===== src/bpa_pkg.sv =====
// shared constants and codes for the two-pool bitmap page allocator
`default_nettype none
package bpa_pkg;
	localparam int PAGE_W         = 20;
	localparam int CNT_W          = 11;
	localparam int STAT_W         = 3;
	localparam int WORD_BITS      = 16;
	localparam int WORD_LG        = 4;
	localparam int POOL_PAGES_DEF = 1024;
	localparam int APB_AW         = 4;
	localparam int APB_DW         = 32;

	// result status codes
	localparam logic [STAT_W-1:0] ST_OK      = 3'd0;
	localparam logic [STAT_W-1:0] ST_NOSPACE = 3'd1;
	localparam logic [STAT_W-1:0] ST_IGNORED = 3'd2;
	localparam logic [STAT_W-1:0] ST_OUTSIDE = 3'd3;
	localparam logic [STAT_W-1:0] ST_NOTUSED = 3'd4;

	// request operations
	localparam logic OP_ALLOC = 1'b0;
	localparam logic OP_FREE  = 1'b1;

	// register indexes
	localparam logic [1:0] REG_KBASE  = 2'd0;
	localparam logic [1:0] REG_KPAGES = 2'd1;
	localparam logic [1:0] REG_UBASE  = 2'd2;
	localparam logic [1:0] REG_UPAGES = 2'd3;
endpackage
`default_nettype wire


===== src/bpa_if.sv =====
// request and response channel interfaces
`default_nettype none
interface bpa_req_if;
	logic                            valid;
	logic                            ready;
	logic                            op;
	logic                            from_user_pool;
	logic [bpa_pkg::CNT_W-1:0]       page_count;
	logic [bpa_pkg::PAGE_W-1:0]      page_number;
	logic                            panic_on_fail;

	modport source (output valid, op, from_user_pool, page_count, page_number, panic_on_fail,
		input ready);
	modport sink (input valid, op, from_user_pool, page_count, page_number, panic_on_fail,
		output ready);
endinterface

interface bpa_rsp_if;
	logic                            valid;
	logic                            ready;
	logic [bpa_pkg::STAT_W-1:0]      status;
	logic [bpa_pkg::PAGE_W-1:0]      first_page;
	logic                            panic;

	modport source (output valid, status, first_page, panic, input ready);
	modport sink (input valid, status, first_page, panic, output ready);
endinterface
`default_nettype wire


===== src/bpa_cell.sv =====
// one page cell of the first-fit run scanner
`default_nettype none
module bpa_cell #(
	parameter int SW = 12
) (
	input  wire logic          used,
	input  wire logic [SW-1:0] idx,
	input  wire logic [SW-1:0] size,
	input  wire logic [SW-1:0] cnt,
	input  wire logic [SW-1:0] start_in,
	output logic      [SW-1:0] start_out,
	output logic               hit
);
	logic used_eff;

	// pages beyond the pool size count as used
	assign used_eff  = used | (idx >= size);
	// a used page restarts the run just after itself
	assign start_out = used_eff ? (idx + SW'(1)) : start_in;
	// run reaches the requested count at this page
	assign hit       = !used_eff && ((idx + SW'(1)) >= (start_in + cnt));
endmodule
`default_nettype wire


===== src/bpa_row.sv =====
// row of page cells covering one bitmap word
`default_nettype none
module bpa_row #(
	parameter int SW = 12
) (
	input  wire logic [bpa_pkg::WORD_BITS-1:0] word,
	input  wire logic [SW-1:0]                 base_idx,
	input  wire logic [SW-1:0]                 size,
	input  wire logic [SW-1:0]                 cnt,
	input  wire logic [SW-1:0]                 start_in,
	output logic      [SW-1:0]                 start_out,
	output logic                               hit,
	output logic      [SW-1:0]                 hit_start
);
	localparam int WB = bpa_pkg::WORD_BITS;

	logic [SW-1:0] chain [WB+1];
	logic [SW-1:0] cell_start [WB];
	logic [WB-1:0] cell_hit;

	assign chain[0] = start_in;

	// run start handed from cell to cell
	for (genvar j = 0; j < WB; j++) begin : g_cell
		assign cell_start[j] = chain[j];
		bpa_cell #(.SW(SW)) u_cell (
			.used      (word[j]),
			.idx       (base_idx + SW'(j)),
			.size      (size),
			.cnt       (cnt),
			.start_in  (chain[j]),
			.start_out (chain[j+1]),
			.hit       (cell_hit[j])
		);
	end

	assign start_out = chain[WB];
	assign hit       = |cell_hit;

	// lowest hitting cell wins
	always_comb begin
		hit_start = '0;
		for (int j = WB - 1; j >= 0; j--) begin
			if (cell_hit[j]) begin
				hit_start = cell_start[j];
			end
		end
	end
endmodule
`default_nettype wire


===== src/two_pool_bitmap_page_allocator.sv =====
// top level: two-pool first-fit page allocator with bitmap memory and scan row
// One request is handled at a time. After reset a clearing pass writes the bitmap memory one
// word a cycle over all 2*2^WA words (WA = word address bits, 128 words for 1024 pages) and no
// request is taken meanwhile. An allocate reads one 16-page bitmap word per cycle through a
// row of page cells until a run fits or the last word is read, then a marking pass sets the
// pages in each word touched; a free runs a check pass and a clearing pass of the same
// kind. Ignored, oversized and out-of-pool requests skip the scan and go to done. The response
// sits in an output register, so a new request is taken while the previous answer waits.
`default_nettype none
module two_pool_bitmap_page_allocator #(
	parameter int POOL_PAGES = bpa_pkg::POOL_PAGES_DEF
) (
	input  wire logic                        clk,
	input  wire logic                        arst_n,
	input  wire logic                        psel,
	input  wire logic                        penable,
	input  wire logic                        pwrite,
	input  wire logic [bpa_pkg::APB_AW-1:0]  paddr,
	input  wire logic [bpa_pkg::APB_DW-1:0]  pwdata,
	output logic      [bpa_pkg::APB_DW-1:0]  prdata,
	output logic                             pready,
	bpa_req_if.sink                          req,
	bpa_rsp_if.source                        rsp
);
	localparam int PW = bpa_pkg::PAGE_W;
	localparam int CW = bpa_pkg::CNT_W;
	localparam int WB = bpa_pkg::WORD_BITS;
	localparam int WL = bpa_pkg::WORD_LG;
	localparam int IW = $clog2(POOL_PAGES) + 1;
	localparam int SW = ((IW > CW) ? IW : CW) + 1;
	localparam int NW = (POOL_PAGES + WB - 1) / WB;
	localparam int WA = (NW > 1) ? $clog2(NW) : 1;
	localparam int MA = WA + 1;
	localparam int FW = PW + 1;

	// controller states
	localparam logic [2:0] S_CLR    = 3'd0;
	localparam logic [2:0] S_IDLE   = 3'd1;
	localparam logic [2:0] S_DEC    = 3'd2;
	localparam logic [2:0] S_SCAN   = 3'd3;
	localparam logic [2:0] S_RSTART = 3'd4;
	localparam logic [2:0] S_RANGE  = 3'd5;
	localparam logic [2:0] S_DONE   = 3'd6;

	// range pass modes
	localparam logic [1:0] M_CHECK = 2'd0;
	localparam logic [1:0] M_SET   = 2'd1;
	localparam logic [1:0] M_CLEAR = 2'd2;

	logic [PW-1:0] kbase_q, ubase_q;
	logic [CW-1:0] kpages_q, upages_q;

	logic [2:0]    state_q, state_d;
	logic [1:0]    mode_q;
	logic [MA-1:0] clr_q;
	logic [WA-1:0] wc_q;
	logic          proc_valid_s1;
	logic [WA-1:0] proc_word_s1;
	logic [WB-1:0] rd_data_s1;
	logic [SW-1:0] run_start_q;
	logic [SW-1:0] s_q, e_q;
	logic          bad_q;

	logic          op_q, user_q, pan_q;
	logic [CW-1:0] cnt_q;
	logic [PW-1:0] pnum_q;

	logic [bpa_pkg::STAT_W-1:0] res_status_q;
	logic [PW-1:0]              res_first_q;
	logic                       res_panic_q;
	logic                       rsp_valid_q;
	logic [bpa_pkg::STAT_W-1:0] rsp_status_q;
	logic [PW-1:0]              rsp_first_q;
	logic                       rsp_panic_q;

	logic [WB-1:0] mem [2**MA];
	logic          mem_we;
	logic [MA-1:0] mem_wa;
	logic [WB-1:0] mem_wd;
	logic [MA-1:0] rd_addr;

	logic [PW-1:0] base_sel;
	logic [CW-1:0] size_raw;
	logic [SW-1:0] size_eff;
	logic [SW-1:0] cnt_w;
	logic [WA-1:0] last_word, ws, we;
	logic [WB-1:0] mask;
	logic          bad_now;
	logic          slot_free;
	logic          row_hit;
	logic [SW-1:0] row_start_out, row_hit_start;
	logic          cfg_wr;

	// configuration port
	assign pready = 1'b1;
	assign cfg_wr = psel && penable && pwrite;

	always_ff @(posedge clk or negedge arst_n) begin
		if (!arst_n) begin
			kbase_q  <= '0;
			kpages_q <= '0;
			ubase_q  <= '0;
			upages_q <= '0;
		end else if (cfg_wr) begin
			unique case (paddr[3:2])
				bpa_pkg::REG_KBASE:  kbase_q  <= pwdata[PW-1:0];
				bpa_pkg::REG_KPAGES: kpages_q <= pwdata[CW-1:0];
				bpa_pkg::REG_UBASE:  ubase_q  <= pwdata[PW-1:0];
				bpa_pkg::REG_UPAGES: upages_q <= pwdata[CW-1:0];
			endcase
		end
	end

	always_comb begin
		unique case (paddr[3:2])
			bpa_pkg::REG_KBASE:  prdata = 32'(kbase_q);
			bpa_pkg::REG_KPAGES: prdata = 32'(kpages_q);
			bpa_pkg::REG_UBASE:  prdata = 32'(ubase_q);
			bpa_pkg::REG_UPAGES: prdata = 32'(upages_q);
		endcase
	end

	// selected pool view
	assign base_sel  = user_q ? ubase_q : kbase_q;
	assign size_raw  = user_q ? upages_q : kpages_q;
	assign size_eff  = (SW'(size_raw) > SW'(POOL_PAGES)) ? SW'(POOL_PAGES) : SW'(size_raw);
	assign cnt_w     = SW'(cnt_q);
	assign last_word = WA'((size_eff - SW'(1)) >> WL);
	assign ws        = WA'(s_q >> WL);
	assign we        = WA'(e_q >> WL);

	// scan row over the word just read
	bpa_row #(.SW(SW)) u_row (
		.word      (rd_data_s1),
		.base_idx  (SW'(proc_word_s1) << WL),
		.size      (size_eff),
		.cnt       (cnt_w),
		.start_in  (run_start_q),
		.start_out (row_start_out),
		.hit       (row_hit),
		.hit_start (row_hit_start)
	);

	// page mask of the range inside the word being processed
	always_comb begin
		for (int j = 0; j < WB; j++) begin
			mask[j] = ((proc_word_s1 != ws) || (WL'(j) >= s_q[WL-1:0])) &&
				((proc_word_s1 != we) || (WL'(j) <= e_q[WL-1:0]));
		end
	end
	assign bad_now = (rd_data_s1 & mask) != mask;

	// bitmap memory, pool selects the upper address bit
	assign rd_addr = {user_q, wc_q};
	assign mem_we  = (state_q == S_CLR) ||
		((state_q == S_RANGE) && proc_valid_s1 && (mode_q != M_CHECK));
	assign mem_wa  = (state_q == S_CLR) ? clr_q : {user_q, proc_word_s1};
	assign mem_wd  = (state_q == S_CLR) ? '0 :
		((mode_q == M_SET) ? (rd_data_s1 | mask) : (rd_data_s1 & ~mask));

	always_ff @(posedge clk) begin
		if (mem_we) begin
			mem[mem_wa] <= mem_wd;
		end
		rd_data_s1 <= mem[rd_addr];
	end

	assign slot_free = !rsp_valid_q || rsp.ready;

	// next state
	always_comb begin
		state_d = state_q;
		unique case (state_q)
			S_CLR: begin
				if (&clr_q) state_d = S_IDLE;
			end
			S_IDLE: begin
				if (req.valid) state_d = S_DEC;
			end
			S_DEC: begin
				if (op_q == bpa_pkg::OP_ALLOC) begin
					if ((cnt_q == '0) || (cnt_w > size_eff)) state_d = S_DONE;
					else state_d = S_SCAN;
				end else begin
					if ((cnt_q == '0) || (pnum_q == '0) || (pnum_q < base_sel) ||
						((FW'(pnum_q) + FW'(cnt_q)) > (FW'(base_sel) + FW'(size_eff))))
						state_d = S_DONE;
					else state_d = S_RSTART;
				end
			end
			S_SCAN: begin
				if (proc_valid_s1) begin
					if (row_hit) state_d = S_RSTART;
					else if (proc_word_s1 == last_word) state_d = S_DONE;
				end
			end
			S_RSTART: state_d = S_RANGE;
			S_RANGE: begin
				if (proc_valid_s1 && (proc_word_s1 == we)) begin
					if ((mode_q == M_CHECK) && !(bad_q || bad_now)) state_d = S_RSTART;
					else state_d = S_DONE;
				end
			end
			S_DONE: begin
				if (slot_free) state_d = S_IDLE;
			end
			default: state_d = S_IDLE;
		endcase
	end

	// controller registers
	always_ff @(posedge clk or negedge arst_n) begin
		if (!arst_n) begin
			state_q       <= S_CLR;
			clr_q         <= '0;
			proc_valid_s1 <= 1'b0;
			rsp_valid_q   <= 1'b0;
		end else begin
			state_q       <= state_d;
			proc_valid_s1 <= ((state_q == S_SCAN) || (state_q == S_RANGE)) &&
				(state_d == state_q);
			if (state_q == S_CLR) clr_q <= clr_q + MA'(1);
			if ((state_q == S_DONE) && slot_free) rsp_valid_q <= 1'b1;
			else if (rsp.ready) rsp_valid_q <= 1'b0;
		end
	end

	// datapath registers
	always_ff @(posedge clk) begin
		proc_word_s1 <= wc_q;
		if ((state_q == S_SCAN) || (state_q == S_RANGE)) wc_q <= wc_q + WA'(1);
		unique case (state_q)
			S_IDLE: begin
				op_q   <= req.op;
				user_q <= req.from_user_pool;
				cnt_q  <= req.page_count;
				pnum_q <= req.page_number;
				pan_q  <= req.panic_on_fail;
			end
			S_DEC: begin
				res_status_q <= bpa_pkg::ST_OK;
				res_first_q  <= '0;
				res_panic_q  <= 1'b0;
				wc_q         <= '0;
				run_start_q  <= '0;
				mode_q       <= M_CHECK;
				s_q          <= SW'(pnum_q - base_sel);
				e_q          <= SW'(pnum_q - base_sel) + cnt_w - SW'(1);
				if (op_q == bpa_pkg::OP_ALLOC) begin
					if (cnt_q == '0) begin
						res_status_q <= bpa_pkg::ST_IGNORED;
					end else if (cnt_w > size_eff) begin
						res_status_q <= bpa_pkg::ST_NOSPACE;
						res_panic_q  <= pan_q;
					end
				end else begin
					if ((cnt_q == '0) || (pnum_q == '0)) begin
						res_status_q <= bpa_pkg::ST_IGNORED;
					end else if ((pnum_q < base_sel) ||
						((FW'(pnum_q) + FW'(cnt_q)) > (FW'(base_sel) + FW'(size_eff)))) begin
						res_status_q <= bpa_pkg::ST_OUTSIDE;
					end
				end
			end
			S_SCAN: begin
				if (proc_valid_s1) begin
					run_start_q <= row_start_out;
					if (row_hit) begin
						s_q         <= row_hit_start;
						e_q         <= row_hit_start + cnt_w - SW'(1);
						mode_q      <= M_SET;
						res_first_q <= base_sel + PW'(row_hit_start);
					end else if (proc_word_s1 == last_word) begin
						res_status_q <= bpa_pkg::ST_NOSPACE;
						res_panic_q  <= pan_q;
					end
				end
			end
			S_RSTART: begin
				wc_q  <= ws;
				bad_q <= 1'b0;
			end
			S_RANGE: begin
				if (proc_valid_s1 && (mode_q == M_CHECK)) begin
					bad_q <= bad_q | bad_now;
					if (proc_word_s1 == we) begin
						if (bad_q || bad_now) res_status_q <= bpa_pkg::ST_NOTUSED;
						else mode_q <= M_CLEAR;
					end
				end
			end
			S_DONE: begin
				if (slot_free) begin
					rsp_status_q <= res_status_q;
					rsp_first_q  <= res_first_q;
					rsp_panic_q  <= res_panic_q;
				end
			end
			default: begin
			end
		endcase
	end

	// channel outputs
	assign req.ready      = (state_q == S_IDLE);
	assign rsp.valid      = rsp_valid_q;
	assign rsp.status     = rsp_status_q;
	assign rsp.first_page = rsp_first_q;
	assign rsp.panic      = rsp_panic_q;

	// checks
	a_rsp_from_done: assert property (@(posedge clk) disable iff (!arst_n)
		$rose(rsp_valid_q) |-> ($past(state_q) == S_DONE))
		else $error("response raised outside done state");
	a_no_write_idle: assert property (@(posedge clk) disable iff (!arst_n)
		(state_q == S_IDLE) |-> !mem_we)
		else $error("bitmap written while idle");
	a_range_bound: assert property (@(posedge clk) disable iff (!arst_n)
		((state_q == S_RANGE) && proc_valid_s1) |-> (proc_word_s1 <= we))
		else $error("range pass beyond last word");
	a_no_accept_clear: assert property (@(posedge clk) disable iff (!arst_n)
		(state_q == S_CLR) |=> (state_q == S_CLR || state_q == S_IDLE))
		else $error("left clearing pass early");
endmodule
`default_nettype wire

===== src/flat_wrapper.sv =====
// flat-port wrapper written by rule: the top's interface ports become plain ports
module two_pool_bitmap_page_allocator_flat 
#(
	parameter int POOL_PAGES = bpa_pkg::POOL_PAGES_DEF
)
  (clk, arst_n, psel, penable, pwrite, paddr, pwdata, prdata, pready, req_valid, req_op, req_from_user_pool, req_page_count, req_page_number, req_panic_on_fail, req_ready, rsp_valid, rsp_status, rsp_first_page, rsp_panic, rsp_ready);
  bpa_req_if req_i ();
  bpa_rsp_if rsp_i ();
  input  wire logic clk;
  input  wire logic arst_n;
  input  wire logic psel;
  input  wire logic penable;
  input  wire logic pwrite;
  input  wire logic [bpa_pkg::APB_AW-1:0] paddr;
  input  wire logic [bpa_pkg::APB_DW-1:0] pwdata;
  output logic      [bpa_pkg::APB_DW-1:0] prdata;
  output logic pready;
  input wire logic [$bits(req_i.valid)-1:0] req_valid;
  input wire logic [$bits(req_i.op)-1:0] req_op;
  input wire logic [$bits(req_i.from_user_pool)-1:0] req_from_user_pool;
  input wire logic [$bits(req_i.page_count)-1:0] req_page_count;
  input wire logic [$bits(req_i.page_number)-1:0] req_page_number;
  input wire logic [$bits(req_i.panic_on_fail)-1:0] req_panic_on_fail;
  output wire logic [$bits(req_i.ready)-1:0] req_ready;
  output wire logic [$bits(rsp_i.valid)-1:0] rsp_valid;
  output wire logic [$bits(rsp_i.status)-1:0] rsp_status;
  output wire logic [$bits(rsp_i.first_page)-1:0] rsp_first_page;
  output wire logic [$bits(rsp_i.panic)-1:0] rsp_panic;
  input wire logic [$bits(rsp_i.ready)-1:0] rsp_ready;
  assign req_i.valid = req_valid;
  assign req_i.op = req_op;
  assign req_i.from_user_pool = req_from_user_pool;
  assign req_i.page_count = req_page_count;
  assign req_i.page_number = req_page_number;
  assign req_i.panic_on_fail = req_panic_on_fail;
  assign req_ready = req_i.ready;
  assign rsp_valid = rsp_i.valid;
  assign rsp_status = rsp_i.status;
  assign rsp_first_page = rsp_i.first_page;
  assign rsp_panic = rsp_i.panic;
  assign rsp_i.ready = rsp_ready;
  two_pool_bitmap_page_allocator #(.POOL_PAGES(POOL_PAGES)) u_core (.clk(clk), .arst_n(arst_n), .psel(psel), .penable(penable), .pwrite(pwrite), .paddr(paddr), .pwdata(pwdata), .prdata(prdata), .pready(pready), .req(req_i), .rsp(rsp_i));
endmodule

===== config.mk =====
export PLATFORM = sky130hd
export DESIGN_NAME = two_pool_bitmap_page_allocator_flat
export DESIGN_NICKNAME = d
export VERILOG_FILES = /design/src/bpa_pkg.sv /design/src/bpa_if.sv /design/src/bpa_cell.sv /design/src/bpa_row.sv /design/src/two_pool_bitmap_page_allocator.sv /design/src/flat_wrapper.sv
export SDC_FILE = /design/constraint.sdc
export NUM_CORES = 2
export LEC_CHECK = 0
export BUFFER_PORTS_ARGS = -buffer_cell sky130_fd_sc_hd__buf_4
export CORE_MARGIN = 2
export CORE_UTILIZATION = 52
export DETAILED_ROUTE_END_ITERATION = 6
export PLACE_DENSITY = 0.68
export REMOVE_ABC_BUFFERS = 1
export SETUP_SLACK_MARGIN = 0.2
export SYNTH_ARGS = -nofsm -noshare
export SYNTH_HDL_FRONTEND = slang
export SYNTH_SLANG_ARGS = --single-unit

===== constraint.sdc =====
create_clock -name clk -period 18.5 [get_ports clk]
set_clock_uncertainty 0.15 [all_clocks]
set_input_delay 3.7 -clock clk [delete_from_list [all_inputs] [get_ports clk]]
set_output_delay 3.7 -clock clk [all_outputs]
set_load 0.005 [all_outputs]

==> results.sh <==
export IMPL_outcome="complete, no violations"
export IMPL_end_kind="register"
export IMPL_synthCells=6399
export IMPL_dieArea_um2=208000
export IMPL_core_um2=202700
export IMPL_total_power_mw=23.64
export IMPL_dp_cells=9168
export IMPL_grt_first_pass_wirelength_um=421200
export IMPL_rsz0062_at_grt="false"
export IMPL_fmax_ghz=0.06930
export IMPL_grt_max_degree=128
export IMPL_power_density_nw_per_um2=199.4
export IMPL_start_util=0.5242
export IMPL_viasPerCell=6.432
export IMPL_crit_start="u_core.user_q$_DFFE_PP_"
export IMPL_rr_startpoint="u_core.user_q$_DFFE_PP_"
export IMPL_start_kind="register"
export IMPL_die_x_um=456.1
export IMPL_synthSimpleGateAreaFrac=0.05557
export IMPL_finalNetCount=7219
export IMPL_place_congestion=0.9809
export IMPL_cts_tree="yes"
export IMPL_finalWirelength_um=288900
export IMPL_antenna_found_initial=7
export IMPL_yosys_warnings=0
export IMPL_critical_path_buf_inv_count=5
export IMPL_layout_commonest_cell="edfxtp_1"
export IMPL_grt_overflow_total=0
export IMPL_crit_fanout=18
export IMPL_synth_area_leaders="edfxtp_1 61%, mux4_2 14%, ha_1 4.7%, dfrtp_1 1.7%, nor2_1 1.5%"
export IMPL_maxCapViolations=0
export IMPL_swShare=0.4091
export IMPL_synth_fa_ha_area_frac=0.05159
export IMPL_hold_class="register to register"
export IMPL_antenna_left=0
export IMPL_hold_start="u_core.wc_q[0]$_DFFE_PP_"
export IMPL_syn_cell_area_um2=106300
export IMPL_cpPeakStageDelay_ps=890
export IMPL_whs_path_depth=0
export IMPL_h_tree_depth=4
export IMPL_peakVddDrop_mv=0.1805
export IMPL_mostFrequentLayoutCells="2,171 x edfxtp_1, 683 x mux4_2, 416 x nor2_1"
export IMPL_worstPathArrival_ps=14820
export IMPL_crit_cells=50
export IMPL_drt_iter0_markers=6970
export IMPL_postCtsHoldBufs=0
export IMPL_async_flop_share=0.03264
export IMPL_fp_dieH_um=456.1
export IMPL_fin_cells=9581
export IMPL_fin_crit_ps=14430
export IMPL_max_slew_margin=0.06500
export IMPL_drc=0
export IMPL_period_share=0.7800
export IMPL_cts_repair_resized=0
export IMPL_clkTransAtPathRegs_ps=60
export IMPL_dr_pass1_iters=5
export IMPL_drive_above_1_share=0.2256
export IMPL_setup_tns_ps=0
export IMPL_grt_pass1_vias=60830
export IMPL_synthMuxAreaShare=0.1655
export IMPL_cts_num_sinks=2267
export IMPL_post_cts_buffers=0
export IMPL_n_fill_cell=15020
export IMPL_yosysUniqueCellTypes=105
export IMPL_p_int_mw=13.97
export IMPL_drv_slew=0
export IMPL_avgRoutedWirePerCell_um=30.16
export IMPL_utilization=0.5848
export IMPL_ys_seq_area_frac=0.6350
export IMPL_dp_hpwl_um=181100
export IMPL_worstRegToRegCells=50
export IMPL_ys_ff_latch=2267
export IMPL_ios=136
export IMPL_critPathSlowestCell="nor3_1"
export IMPL_synth_xor_area_frac=0.01838
export IMPL_worst_pin_slew_ps=1402
export IMPL_cpLargestDelayFamily="compound AO/OA/AOI/OAI gates"
export IMPL_synth_top_family_by_area="multiplexers"
export IMPL_synth_compound_area_frac=0.05633
export IMPL_insertion_delay_ps=850
export IMPL_cts_buffer_depth=3
export IMPL_hold_violations=0
export IMPL_pwr_share_seq=0.293
export IMPL_synth_ff_type="edfxtp_1"
export IMPL_rows=165
export IMPL_worst_setup_path_type="register to register"
export IMPL_cts_buffers=219
export IMPL_holdWs_ps=239.5
export IMPL_root_buffer="clkbuf_16"
export IMPL_synth_area_per_cell_um2=16.61
export IMPL_cp_required_ps=18890
export IMPL_switchingPower_mw=9.674
export IMPL_synth_edf_count=2171
export IMPL_vias=61620
export IMPL_critPathMostFrequentCell="o21ai_0"
export IMPL_setup_violations=0
export IMPL_p_comb_frac=0.522
export IMPL_p_leak_nw=40.86
export IMPL_track_usage=0.2761
export IMPL_io_buffer_count=108
export IMPL_synth_top_cell_area_share=0.6135
export IMPL_synth_top_area_cell="edfxtp_1"
export IMPL_power_frac_clock=0.185
export IMPL_area_growth_pct=11.57
## sequential cells by signal (all words and copies together) (netlist names), 2 cells and up
name	cells
u_core.mem	2048
u_core.kbase_q	20
u_core.pnum_q	20
u_core.res_first_q	20
u_core.rsp.first_page	20
u_core.ubase_q	20
u_core.rd_data_s1	16
u_core.run_start_q	12
u_core.cnt_q	11
u_core.kpages_q	11
u_core.upages_q	11
u_core.e_q	10
u_core.s_q	10
u_core.clr_q	7
u_core.proc_word_s1	6
u_core.wc_q	6
u_core.res_status_q	3
u_core.rsp.status	3
u_core.state_q	3
u_core.mode_q	2
## area by class of cell
class | instances | area (µm²) | area share
antenna | 7 | 17.52 | 0.0001477
tap | 2672 | 3343 | 0.02820
timing repair buffer | 362 | 2755 | 0.02324
multi-input combinational | 3678 | 37160 | 0.3134
clock buffer | 275 | 5764 | 0.04862
inverter | 189 | 709.4 | 0.005984
sequential | 2267 | 67490 | 0.5693
clock inverter | 131 | 1316 | 0.01110
## Yosys cell counts, types with 34 or more instances
cell type	number
buf_1	56
a211oi_1	42
o21bai_1	36
nor2b_1	39
a21o_1	68
inv_1	185
nor4_1	34
o21ai_0	176
nand2b_1	46
and2_1	35
edfxtp_1	2171
nand3_1	94
mux4_2	683
nor3_1	84
mux2_2	111
ha_1	403
a31oi_1	35
clkbuf_1	180
xnor2_1	113
o21a_1	67
xor2_1	110
dfrtp_1	74
and3_1	35
nor2_1	433
nand2_1	267
a21oi_1	229
mux2i_1	94
## metrics by stage
step / setup slack [ps] / cell area (µm²)
floorplan: -3258 / 105200
global placement: 4300 / 111500
detailed placement: 4288 / 111500
CTS: 4225 / 118500
global route: 3126 / 118500
finish: 4070 / 118600
## power by group through the flow
stage | Sequential (mW) | Combinational [mW] | Clock [mW]
2_1_floorplan | 7.65 | 9.57 | 0
3_3_place_gp | 7.01 | 12.0 | 0
3_5_place_dp | 7.02 | 12.2 | 0
4_1_cts | 6.92 | 12.3 | 4.45
5_1_grt | 6.95 | 13.4 | 4.64
6_report | 6.93 | 12.3 | 4.38
## metal layers
| metal | vias to the layer above | routed length [µm] | part of all wire | track usage |
|---|---|---|---|---|
| met4 | 0 | 9763 | 0.034 | 0.08929 |
| met2 | 2756 | 140500 | 0.49 | 0.4486 |
| met3 | 500 | 21980 | 0.076 | 0.04080 |
| li1 | 26340 | - | - | - |
| met1 | 32030 | 116700 | 0.40 | 0.3873 |
| met5 | - | 0 | 0 | 0 |
## cell families (layout without fill, tap and decap cells)
| group | count (synthesis) | after routing |
|---|---|---|
| buffers and inverters | 465 | 957 |
| adder cells (fa/ha/maj) | 425 | 425 |
| multiplexers | 889 | 889 |
| other | 2 | 20 |
| flip-flops | 2267 | 2267 |
| AND/OR/NAND/NOR | 1226 | 1226 |
| AO/OA/AOI/OAI | 902 | 902 |
| XOR/XNOR | 223 | 223 |
## final timing paths
path / end / slack (ps)
worst max-delay path: u_core.res_first_q[18]$_SDFFCE_PN0P_ / 4070
worst min-delay path: u_core.proc_word_s1[0]$_DFF_P_ / 240
worst max register to register: u_core.res_first_q[18]$_SDFFCE_PN0P_ / 4070
worst min register to register: u_core.proc_word_s1[0]$_DFF_P_ / 240
max in group asynchronous: u_core.clr_q[0]$_DFFE_PN0N_ / 14560
min in group asynchronous: u_core.upages_q[6]$_DFFE_PN0P_ / 2900
(Power assumes the default switching activity.)
